`src/rtl/core/lli_pkg.sv`:
```
// ----------------------------------------------------------------------------
// lli_pkg
// shared types, widths and helpers for the line intersection block
// ----------------------------------------------------------------------------
package lli_pkg;

  localparam int COORD_BITS = 32;
  localparam int DIFF_W     = COORD_BITS + 1;       // endpoint differences
  localparam int PROD_W     = 2 * COORD_BITS + 2;   // front products
  localparam int DW         = 2 * COORD_BITS + 3;   // denominator / cross term
  localparam int LW         = COORD_BITS + 2;       // low slice of a split operand
  localparam int HW         = DW - LW;              // high slice of a split operand
  localparam int NW         = 3 * COORD_BITS + 5;   // full numerator
  localparam int QW         = 64;                   // result coordinate width
  localparam int DIV_STAGES = QW;
  localparam int QDEPTH     = 4;
  localparam int QPTR_W     = $clog2(QDEPTH);

  localparam logic [QW-1:0] SAT_POS = {1'b0, {(QW-1){1'b1}}};
  localparam logic [QW-1:0] SAT_NEG = {1'b1, {(QW-1){1'b0}}};

  typedef logic signed [COORD_BITS-1:0] coord_t;
  typedef logic signed [DIFF_W-1:0]     diff_t;

  typedef enum logic [1:0] {
    ST_HIT       = 2'd0,
    ST_BOTH_VERT = 2'd1,
    ST_PARALLEL  = 2'd2
  } status_e;

  typedef enum logic [1:0] {
    K_GEN   = 2'd0,
    K_AVERT = 2'd1,
    K_BVERT = 2'd2,
    K_BOTH  = 2'd3
  } kind_e;

  typedef struct packed {
    coord_t a_start_x;
    coord_t a_start_y;
    coord_t a_end_x;
    coord_t a_end_y;
    coord_t b_start_x;
    coord_t b_start_y;
    coord_t b_end_x;
    coord_t b_end_y;
  } in_t;

  typedef struct packed {
    logic                 found;
    status_e              status;
    logic signed [QW-1:0] cross_x;
    logic signed [QW-1:0] cross_y;
    logic                 saturated;
  } out_t;

  // x = (px*den + qx*num) / den, y = (py*den + qy*num) / den
  typedef struct packed {
    status_e              status;
    coord_t               px;
    diff_t                qx;
    coord_t               py;
    diff_t                qy;
    logic signed [DW-1:0] den;
    logic signed [DW-1:0] num;
  } job_t;

  typedef struct packed {
    logic [DW-1:0] rem;
    logic [QW-1:0] lo;    // dividend low bits shifting out, quotient shifting in
    logic          neg;
    logic          sat;
  } div_lane_t;

  typedef struct packed {
    status_e       status;
    logic [DW-1:0] dmag;
    div_lane_t     x;
    div_lane_t     y;
  } div_stage_t;

  // one restoring division step
  function automatic div_lane_t div_step(div_lane_t l, logic [DW-1:0] d);
    logic [DW:0] t;
    logic [DW:0] diff;
    div_lane_t   r;
    t    = {l.rem, l.lo[QW-1]};
    diff = t - {1'b0, d};
    r    = l;
    if (!diff[DW]) begin
      r.rem = diff[DW-1:0];
      r.lo  = {l.lo[QW-2:0], 1'b1};
    end else begin
      r.rem = t[DW-1:0];
      r.lo  = {l.lo[QW-2:0], 1'b0};
    end
    return r;
  endfunction

endpackage

```
`src/rtl/core/lli_queue.sv`:
```
// ----------------------------------------------------------------------------
// lli_queue
// short job queue between front and back
// ----------------------------------------------------------------------------
module lli_queue (
  input  logic          clk_i,
  input  logic          rst_ni,
  input  logic          push_i,
  input  lli_pkg::job_t job_i,
  output logic          full_o,
  input  logic          pop_i,
  output logic          empty_o,
  output lli_pkg::job_t job_o
);
  import lli_pkg::*;

  job_t              slot_q [QDEPTH];
  logic [QPTR_W-1:0] wr_q, rd_q;
  logic [QPTR_W:0]   cnt_q;

  assign full_o  = cnt_q == (QPTR_W+1)'(QDEPTH);
  assign empty_o = cnt_q == '0;
  assign job_o   = slot_q[rd_q];

  always_ff @(posedge clk_i or negedge rst_ni) begin
    if (!rst_ni) begin
      wr_q  <= '0;
      rd_q  <= '0;
      cnt_q <= '0;
    end else begin
      if (push_i) begin
        wr_q <= wr_q + 1'b1;
      end
      if (pop_i) begin
        rd_q <= rd_q + 1'b1;
      end
      if (push_i && !pop_i) begin
        cnt_q <= cnt_q + 1'b1;
      end else if (pop_i && !push_i) begin
        cnt_q <= cnt_q - 1'b1;
      end
    end
  end

  always_ff @(posedge clk_i) begin
    if (push_i) begin
      slot_q[wr_q] <= job_i;
    end
  end

endmodule

```
`config.mk`:
```
export PLATFORM = sky130hd
export DESIGN_NAME = lli_queue
export DESIGN_NICKNAME = d
export VERILOG_FILES = /design/src/rtl/core/lli_pkg.sv /design/src/rtl/core/lli_queue.sv
export SDC_FILE = /design/constraint.sdc
export NUM_CORES = 1
export LEC_CHECK = 0
export ABC_CLOCK_PERIOD_IN_PS = 20500
export BUFFER_PORTS_ARGS = -buffer_cell sky130_fd_sc_hd__buf_4
export CELL_PAD_IN_SITES_DETAIL_PLACEMENT = 1
export CELL_PAD_IN_SITES_GLOBAL_PLACEMENT = 2
export CORE_MARGIN = 2
export CORE_UTILIZATION = 49
export CTS_CLUSTER_SIZE = 16
export DETAILED_ROUTE_END_ITERATION = 10
export PLACE_DENSITY = 0.91
export SYNTH_ARGS = -nofsm -noshare
export SYNTH_HDL_FRONTEND = slang
export SYNTH_SLANG_ARGS = --single-unit
```
`constraint.sdc`:
```
create_clock -name clk_i -period 20.5 [get_ports clk_i]
set_input_delay 4.1 -clock clk_i [delete_from_list [all_inputs] [get_ports clk_i]]
set_output_delay 4.1 -clock clk_i [all_outputs]
set_load 0.03 [all_outputs]
```
# Yosys cells after proc, flatten, opt, wreduce, memory -nomap -nowiden
# Memories as Yosys holds them, arrays and structs flattened.
# Cells that the tools add are included.
totals:
  ff_bits: 7
  latchBits: 0
  ram_bits: 1064
  romBits: 0
  inputBits: 270
  out_inout_bits: 268
  n_memories: 1
classes:
  add_sub_neg: 4
  multipliers: 0
  div_mod_pow: 0
  magnitude_cmp: 0
  eq_ne: 1
  shifts: 0
  muxes: 4
  bitwise: 0
  n_reduce_logical: 6
mem_list:
  columns: ["name", "words", "word_bits", "rd", "rd_ports_with_merged_regs", "write_ports", "line", "source"]
  rows:
  - ["slot_q", 4, 266, 1, 0, 1, "lli_queue.sv:17", "job_t slot_q [QDEPTH];"]
op_table:
  columns: ["op", "count"]
  rows:
  - ["two-way mux 3 bit", 2]
  - ["adder 2 x 1 -> 2 bit (second input constant)", 2]
  - ["adder 3 x 1 -> 3 bit (second input constant)", 1]
  - ["== test 3 bit (second input constant)", 1]
  - ["logical NOT 3 bit", 1]
  - ["subtractor 3 x 1 -> 3 bit (second input constant)", 1]
  - ["logical AND 1 bit", 2]
  - ["logical NOT 1 bit", 2]
  - ["two-way mux 1 bit", 2]
  - ["nonzero test 2 bit", 1]

# Logic depth before layout (Yosys ltp)
# Gate-level depths: netlist (run 1).
logic_depth:
  depth_word: 4
  depth_mapped: 7
  ltp_nobuf: 7

# Least setup slack after synthesis (run 1)
# Ideal clock, no wire load.
synth_path:
  path_type: "input -> register"
  from: "input port push_i"
  to: "memory slot_q[1][0] (netlist name) (enable)"
  setup_time_ns: 0.660
  t_arrival_ns: 10.109
  required_time_ns: 19.840
  slack_ns: 9.732
  path_stages: 1
  cell_sequence: "and2_1"
synth_between:
  elab_chain_cells: 2
synth_rtl:
  columns: ["item", "line", "source"]
  rows:
  - ["start: declaration", "lli_queue.sv:8", "input logic push_i,"]
  - ["two-way mux 1 bit", "lli_queue.sv:46", "if (push_i) begin"]
  - ["two-way mux 1 bit (not written as such)", "lli_queue.sv:47", "slot_q[wr_q] <= job_i;"]
  - ["end: declaration", "lli_queue.sv:17", null]
# No other way between the ends.

==> results of run 1 <==
-- sequential cells by signal, summed over array words and instances (netlist names) --
| register | count |
|---|---|
| wr_q | 2 |
| rd_q | 2 |
| cnt_q | 3 |
| slot_q | 1064 |
-- placed cells by master (no fill, tap or decap), types with 5 or more instances in the layout --
| master | instances |
|---|---|
| sky130_fd_sc_hd__clkbuf_1 | 20 |
| sky130_fd_sc_hd__buf_4 | 555 |
| sky130_fd_sc_hd__ha_1 | 5 |
| sky130_fd_sc_hd__bufinv_16 | 7 |
| sky130_fd_sc_hd__mux4_2 | 175 |
| sky130_fd_sc_hd__clkinv_1 | 22 |
| sky130_fd_sc_hd__mux4_1 | 91 |
| sky130_fd_sc_hd__dfrtp_1 | 5 |
| sky130_fd_sc_hd__clkbuf_16 | 110 |
| sky130_fd_sc_hd__edfxtp_1 | 1064 |
| sky130_fd_sc_hd__clkinv_2 | 26 |
| sky130_fd_sc_hd__diode_2 | 11 |
-- cell type report --
class	instances	area share, %
sequential	1071	67.3
multi-input combinational	289	13.7
timing repair buffer	558	8.86
clock buffer	134	6.04
tap	1050	2.75
clock inverter	65	1.22
antenna	11	0.0577
inverter	4	0.0315
-- layer usage --
layer	GRT usage (%)	up-vias	share of wire (%)
met2	39.1	682	53
met5	0	-	0.080
met4	8.23	10	3.3
li1	-	7536	-
met3	6.75	181	8.0
met1	26.3	9481	36
-- logic make-up (layout without fill, tap and decap cells) --
group / count (synthesis) / count (layout) / share of synthesized area (%)
AO/OA/AOI/OAI: 1 / 1 / 0.0128
XOR/XNOR: 6 / 6 / 0.134
adder cells (fa/ha/maj): 6 / 6 / 0.211
buffers and inverters: 64 / 761 / 1.26
flip-flops: 1071 / 1071 / 82.1
multiplexers: 267 / 267 / 16.2
other: 0 / 11 / 0
AND/OR/NAND/NOR: 9 / 9 / 0.125
-- path summary, 6_finish.rpt --
kind	start	end	cells after the start
worst max-delay path	rd_q[0]$_DFFE_PN0P_	job_o[52]	5
worst max register to register	wr_q[0]$_DFFE_PN0P_	slot_q[3][34]$_DFFE_PP_	5
max in group asynchronous	rst_ni	rd_q[1]$_DFFE_PN0P_	1
min in group asynchronous	rst_ni	cnt_q[2]$_DFFE_PN0P_	1
worst min register to register	cnt_q[2]$_DFFE_PN0P_	cnt_q[2]$_DFFE_PN0P_	1
worst min-delay path	cnt_q[2]$_DFFE_PN0P_	cnt_q[2]$_DFFE_PN0P_	1
-- power by group --
part	internal, W	switching, W	total (W)
combinational	0.00102	0.00163	0.00265
sequential	0.00287	0.000145	0.00301
clock	0.00109	0.000818	0.00191
-- stage by stage --
stage,cell area [um^2],power [W]
after floorplan,39200,0.00485
after global placement,44200,0.00563
after detailed placement,44200,0.00572
after CTS,47700,0.00765
after global routing,47700,0.00782
final,47700,0.00756
-- critical path, cell delays in order (launching register included) --
cell and delay [ns]:
sky130_fd_sc_hd__dfrtp_4 0.80, sky130_fd_sc_hd__buf_4 0.80, sky130_fd_sc_hd__buf_4 0.86, sky130_fd_sc_hd__buf_4 0.82, sky130_fd_sc_hd__mux4_1 0.70, sky130_fd_sc_hd__buf_4 0.21
==> results.md, run 1 <==
STA:
- The achievable frequency is around 0.11 GHz.
- The final hold violation count came to 0.
- Setup repair after global routing left no endpoint under its margin.
- For the final database, setup skew stands at approximately 0.054 ns.
- The final count of negative-setup-slack endpoints is 0.
- For the pin with the worst max-slew slack, the measured transition is 1.20 ns.
- The final number of max-transition violations is 0.
- The worst setup margin is 11.37 ns.
- The time the final worst path needs with I/O delays and setup is roughly 9.1 ns.
- On the final layout, the worst hold slack is approximately 0.50 ns.
- Summed over all failing endpoints, the final setup total negative slack is 0 ns.
- The final cycle utilization of the critical path is 44.5%.
- Headroom to the max-slew limit came out at approximately 20%.

Power and ir drop:
- The cell area power density is 159 nW/um^2.
- In this run the static leakage power is about 16 nW.
- VDD sags by at most ~0.11 mV.

Setup path:
- The worst register-to-register path has a setup slack of between 15 and 20 ns.
- The worst setup path is captured at a primary output.
- The largest fanout on the critical path is 48.
- The required time of the worst setup path is ~16 ns.
- The setup path with the least slack is of type reg2out.
- The worst setup path is launched from a register.
- Data on the critical path arrives at its endpoint at approximately 5.0 ns.

Clock network:
- Once the clock tree was built, the resizer swapped 0 gates to a different size.
- The clock drives ~1,100 sinks.
- The longest clock path from root to sink contains 3 buffers.
- The root buffer cell chosen for the clock tree is sky130_fd_sc_hd__clkbuf_16.
- The CTS buffer count is 109.
- In this run, post-CTS hold repair placed 0 buffers.
- The buffers inserted during post-CTS setup optimization is 0.
- The clock latency at the later pin of the worst-skew pair is 0.67 ns.
- The clock edge transition at the registers on the reported setup and hold paths is 0.06 ns.
- The H-tree was split into 3 levels.
- TritonCTS built the clock tree.

Route:
- Across all layers, the routed design uses approximately 18,000 vias.
- The detail route stage leaves a number of antenna-violating nets equal to 0.
- The total wirelength of the detailed-routed design is roughly 92,000 um.
- The DRC violation count after routing is 0.
- Dividing the detail-routed via count by the number of cells gives ~5.6.
- The detailed-route wire length per cell is about 29 um.
- The starting DRC count in detailed routing is ~1,200.
- The first-pass iteration count of the detailed router is 5.

Global routing:
- The total congestion overflow is 0.
- The all-layer global routing usage is between 20 and 25%.
- The number of antenna violations at the first check in global routing is 16.
- The number of global-route vias before repair is around 20,000.
- Entering global routing, the biggest net connects between 100 and 150 pins.
- The first-pass GRT wire length is approximately 130,000 um.

Synthesis:
- The share of the yosys chip area belonging to registers is between 80% and 90%.
- Yosys instantiated no cell more often than sky130_fd_sc_hd__edfxtp_1.
- The number of synthesized flops with an enable pin is 1,064.
- Counting flops and latches in the post-synthesis netlist gives roughly 1,100.
- The count of synthesis-stage warnings from yosys is 0.
- The net count of the mapped netlist is roughly 1,700.
- The area share of the largest cell type after synthesis is about four fifths.
- The largest area contributor in the synthesized netlist is sky130_fd_sc_hd__edfxtp_1.
- Synthesis handed over a netlist of 1,424 instances.
- In the synthesized netlist the dominant register cell turns out to be sky130_fd_sc_hd__edfxtp_1.
- Of all flip-flops after synthesis, the portion carrying an async set or reset was less than 1%.
- Sorting the synthesized cells by how often they occur yields 1,064 x sky130_fd_sc_hd__edfxtp_1, 175 x sky130_fd_sc_hd__mux4_2, 91 x sky130_fd_sc_hd__mux4_1.
- A synthesized cell averages approximately 27 um^2.
- The total standard cell area after synthesis is 39,200 um^2.
- The number of different library cells used by synthesis comes to 21.
- Yosys attributes the largest share of cell area to sky130_fd_sc_hd__edfxtp_1 82%, sky130_fd_sc_hd__mux4_2 10%, sky130_fd_sc_hd__mux4_1 6.1%.

Final layout:
- After the last flow step, the layout net total stands at 2,309.
- The area of the multi-input gates is around 6500 um^2.
- The finished layout holds 3,182 standard cells, fillers aside.
- Compared with the post-synthesis result, the final layout area differs by 21.9%.
- The sequential cells in the finished layout cover a total of between 30,000 and 40,000 um^2.
- At the end of the flow the core is filled with cells to roughly 60%.
- The layout cell share with drive strength beyond 1 is about 42%.
- The count of filler cells inserted in the layout is approximately 6,400.

Placed design:
- After detailed placement, the design holds a cell count of 2,972.
- The port buffer count is 537.
- The half-perimeter wire length after detailed placement is around 58,000 um.
- OpenSTA, run right after detailed placement, puts the worst setup slack at about 12 ns.
- The global placer's final weighted congestion is between 0.7 and 0.8.

Floorplan:
- The floorplan step defined a die boundary enclosing about 82,000 um^2.
- The initialized floorplan defines between 100 and 150 standard-cell rows.
- The initial core utilization is 49.6%.
- The floorplan step set the die width to around 290 um.
- After floorplanning, the core was sized to cover a little under 80,000 um^2.
- The boundary pin count is roughly 540.
- The vertical extent of the die is between 200 and 300 um.

Hold path:
- The path class of the lowest-slack min-delay path is reg2reg.

Run status:
- The flow ran to the end, and the final reports show no timing, DRC or antenna violations.

Run:
- Across the run, the number of max-cap violations was 0.
No activity file was read; power rests on OpenSTA's default activity.
==> run 2: changes to the inputs <==
ABC_CLOCK_PERIOD_IN_PS = 7900   (was 20500)
CORE_UTILIZATION = 41   (was 49)
PLACE_DENSITY = 0.82   (was 0.91)
clock period = 7.9 ns   (was 20.5 ns; I/O delays follow)
==> run 2 against run 1 <==
Compared with the run above: via count is 2.0% lower; sequential cell count stayed put; sequential power rose to 2.6 times the previous value; combinational power rose to 2.6 times the previous value; clock power grew to 2.6 times the previous value; sequential share of layout area fell by 0.41 points; routed wire length fell by 6.6%; largest cell class unchanged.
==> results.md, run 2 (synthesized netlist as in run 1, its figures left out) <==
Clock network:
- The clock latency at the later pin of the worst-skew pair is 0.67 ns (about the same).
- The TritonCTS sink count is 1,071 (unchanged).
- The level count of the clock H-tree is 3 (unchanged).
- The clock edge transition at the registers on the reported setup and hold paths came to 0.06 ns (about the same).
- The maximum buffer depth of the clock tree is 3 (unchanged).
- The number of hold buffers added after cts is 0 (unchanged).
- TritonCTS built the clock tree.
- The number of cells upsized or downsized after cts is 0 (unchanged).
- The cell chosen for the clock root is sky130_fd_sc_hd__clkbuf_16.
- The CTS buffer count is 109 (unchanged).
- The buffers inserted during post-CTS setup optimization came to 0 (unchanged).

Route:
- The detailed-route wire length per cell is 25.3 um (-12%).
- The starting DRC count in detailed routing is 1,319 (+11%).
- The DRC violation count after routing is 0 (unchanged).
- The total wirelength of the detailed-routed design came to 85,900 um (-6.6%).
- The total number of vias is 17,500 (-2.0%).
- The final antenna-violating net count is 0 (unchanged).
- The first-pass iteration count of the detailed router is 5 (unchanged).
- The via density per instance was 5.16 (-8.2%).

Setup path:
- The critical path is of the reg2out type.
- The required time of the worst setup path was 6.32 ns (-10.08 ns).
- The worst setup path is launched from a register.
- The largest fanout on the critical path was 96 (+100%).
- The endpoint kind of the worst setup timing path is a primary output.
- The critical path arrival is 3.25 ns (-1.78 ns).

Floorplan:
- The boundary pin count is 538 (unchanged).
- The vertical extent of the die is 313 um (+9.2%).
- The area of the die is 98,000 um^2 (+19%).
- The initial core utilization is 41.3% (-8.3 points).
- The width of the die is 313 um (+9.2%).
- The count of standard-cell rows came to 113 (+9.7%).
- The standard cell core area was 94,900 um^2 (+20%).

Final layout:
- The area growth from synthesis to layout is 22.6%.
- In the layout the commonest cells are 1,064 x sky130_fd_sc_hd__edfxtp_1, 543 x sky130_fd_sc_hd__buf_4, 175 x sky130_fd_sc_hd__mux4_2, 113 x sky130_fd_sc_hd__clkbuf_16, 91 x sky130_fd_sc_hd__mux4_1.
- The largest registers in the layout are slot_q x1064, cnt_q x3.
- The layout cell share with drive strength beyond 1 is 42.1% (-0.22 points).
- The final-stage net count is 2,304 (-0.22%).
- The count of filler cells inserted in the layout was 8,340 (+30%).
- The flip-flop count of the largest register after layout came to 1,064 (unchanged).
- The register with the highest flop count is slot_q.
- Leaving out fill and tap cells, the most frequent cell in the layout is sky130_fd_sc_hd__edfxtp_1.

Global routing:
- The met2 layer usage reported by global route was 29.2% (-9.8 points).
- The first-pass GRT wire length came to 126,000 um (-5.9%).
- The number of global-route vias before repair was 19,200 (-3.8%).
- The maximum number of pins on one net before global-route repair came to 139 (+6.9%).
- The met1 capacity usage during global routing is 20.5% (-5.8 points).
- The peak-usage layer in the global routing report is met2.
- The fraction of met3 tracks used by global routing is 5.92% (-0.83 points).
- The total congestion overflow was 0 (unchanged).
- The number of antenna violations at the first check in global routing was 17 (+1).
- The all-layer global routing usage was 17.4% (-5.0 points).

Placed design:
- The port buffer count is 537 (unchanged).
- The worst slack at placement is 3.69 ns (-8.29 ns).
- The global placer's final weighted congestion is 0.722 (-2.9%).
- The half-perimeter wire length after detailed placement was 52,900 um (-9.1%).

Hold path:
- The path class of the lowest-slack min-delay path is reg2reg.

STA:
- The time the final worst path needs with I/O delays and setup is 4.83 ns.
- The slew at the pin with the worst max-slew slack is 1.24 ns (+0.0405 ns).
- The final count of negative-setup-slack endpoints was 0 (unchanged).
- Setup repair after global routing left no endpoint under its margin.
- The worst setup margin came to 3.07 ns (-8.30 ns).
- The final hold violation count is 0 (unchanged).
- The final cycle utilization of the critical path is about three fifths.
- The final number of max-transition violations came to 0 (unchanged).
- The sum of negative setup slack is 0 ns (unchanged).
- The final worst clock skew is 0.0224 ns (-0.0316 ns).
- The achievable frequency is between 0.2 and 0.25 GHz.
- The worst relative slew slack is 17.2% (-2.7 points).

Run status:
- The flow ran to the end, and the final reports show no timing, DRC or antenna violations.

Power and ir drop:
- The peak supply drop is 0.259 mV (+140%).
- The cell area power density is 406 nW/um^2 (+160%).
- The total leakage power is 16.4 nW (-0.12%).

Run:
- The max-capacitance violation count is 0 (unchanged).
-- run 2: cell count changes in the layout (fill, tap and decap cells not counted) --
cell	delta
sky130_fd_sc_hd__inv_6	-1
sky130_fd_sc_hd__clkbuf_1	+1
sky130_fd_sc_hd__inv_16	-1
sky130_fd_sc_hd__buf_4	-12
sky130_fd_sc_hd__clkinvlp_4	+3
sky130_fd_sc_hd__buf_12	+7
sky130_fd_sc_hd__clkbuf_8	-4
sky130_fd_sc_hd__clkinv_2	+2
sky130_fd_sc_hd__clkbuf_16	+3
sky130_fd_sc_hd__clkinv_8	+2
sky130_fd_sc_hd__clkinv_1	+3
sky130_fd_sc_hd__clkinv_16	-3
sky130_fd_sc_hd__clkinv_4	-1
-- run 2: stage by stage --
stage	hold WS, ns	instance area [um^2]	total power, W	std cells	utilization (%)
after floorplan	0.456	39200	0.0124	1424	-
after global placement	0.472	44600	0.0146	3182	47.0
after detailed placement	0.492	44600	0.0148	3182	47.0
after CTS	0.505	48000	0.0198	3385	50.6
after global routing	0.529	48000	0.0202	3395	50.6
final	0.499	48000	0.0195	3396	50.6
-- run 2: final timing paths --
path,start,endpoint,slack (ns),depth (start not counted)
worst min register to register,cnt_q[2]$_DFFE_PN0P_,cnt_q[2]$_DFFE_PN0P_,0.50,1
max in group asynchronous,rst_ni,rd_q[0]$_DFFE_PN0P_,7.04,1
worst max register to register,wr_q[1]$_DFFE_PN0P_,slot_q[1][93]$_DFFE_PP_,5.24,4
min in group asynchronous,rst_ni,rd_q[1]$_DFFE_PN0P_,0.71,1
worst min-delay path,cnt_q[2]$_DFFE_PN0P_,cnt_q[2]$_DFFE_PN0P_,0.50,1
worst max-delay path,rd_q[0]$_DFFE_PN0P_,job_o[67],3.07,3
-- run 2: layout make-up --
cell class / count / area (um^2) / share of cell area, %
clock buffers: 134 / 2910 / 6.05
flip-flops and latches: 1071 / 32100 / 66.9
multi-input cells: 289 / 6540 / 13.6
repair buffers: 553 / 4280 / 8.91
inverters: 4 / 15.0 / 0.0313
clock inverters: 69 / 532 / 1.11
diodes: 11 / 27.5 / 0.0573
well taps: 1265 / 1580 / 3.30
-- run 2: power by group --
part / switching (W) / total, W / internal, W
Combinational: 0.00414 / 0.00679 / 0.00265
Clock: 0.00209 / 0.00493 / 0.00283
Sequential: 0.000335 / 0.00778 / 0.00744
-- run 2: metal layers --
layer  part of all wire (%)  vias to the layer above  wire length [um]
met5                  0.085                        -                73
met4                    3.4                       12              2880
met3                    8.2                      155              7040
met2                     52                      580             44400
met1                     37                     9266             31600
li1                       -                     7523                 -
-- run 2: critical path: stages, from the launching register on --
cell	delay (ns)
sky130_fd_sc_hd__dfrtp_4	0.89
sky130_fd_sc_hd__buf_12	0.51
sky130_fd_sc_hd__mux4_1	0.68
sky130_fd_sc_hd__buf_4	0.19
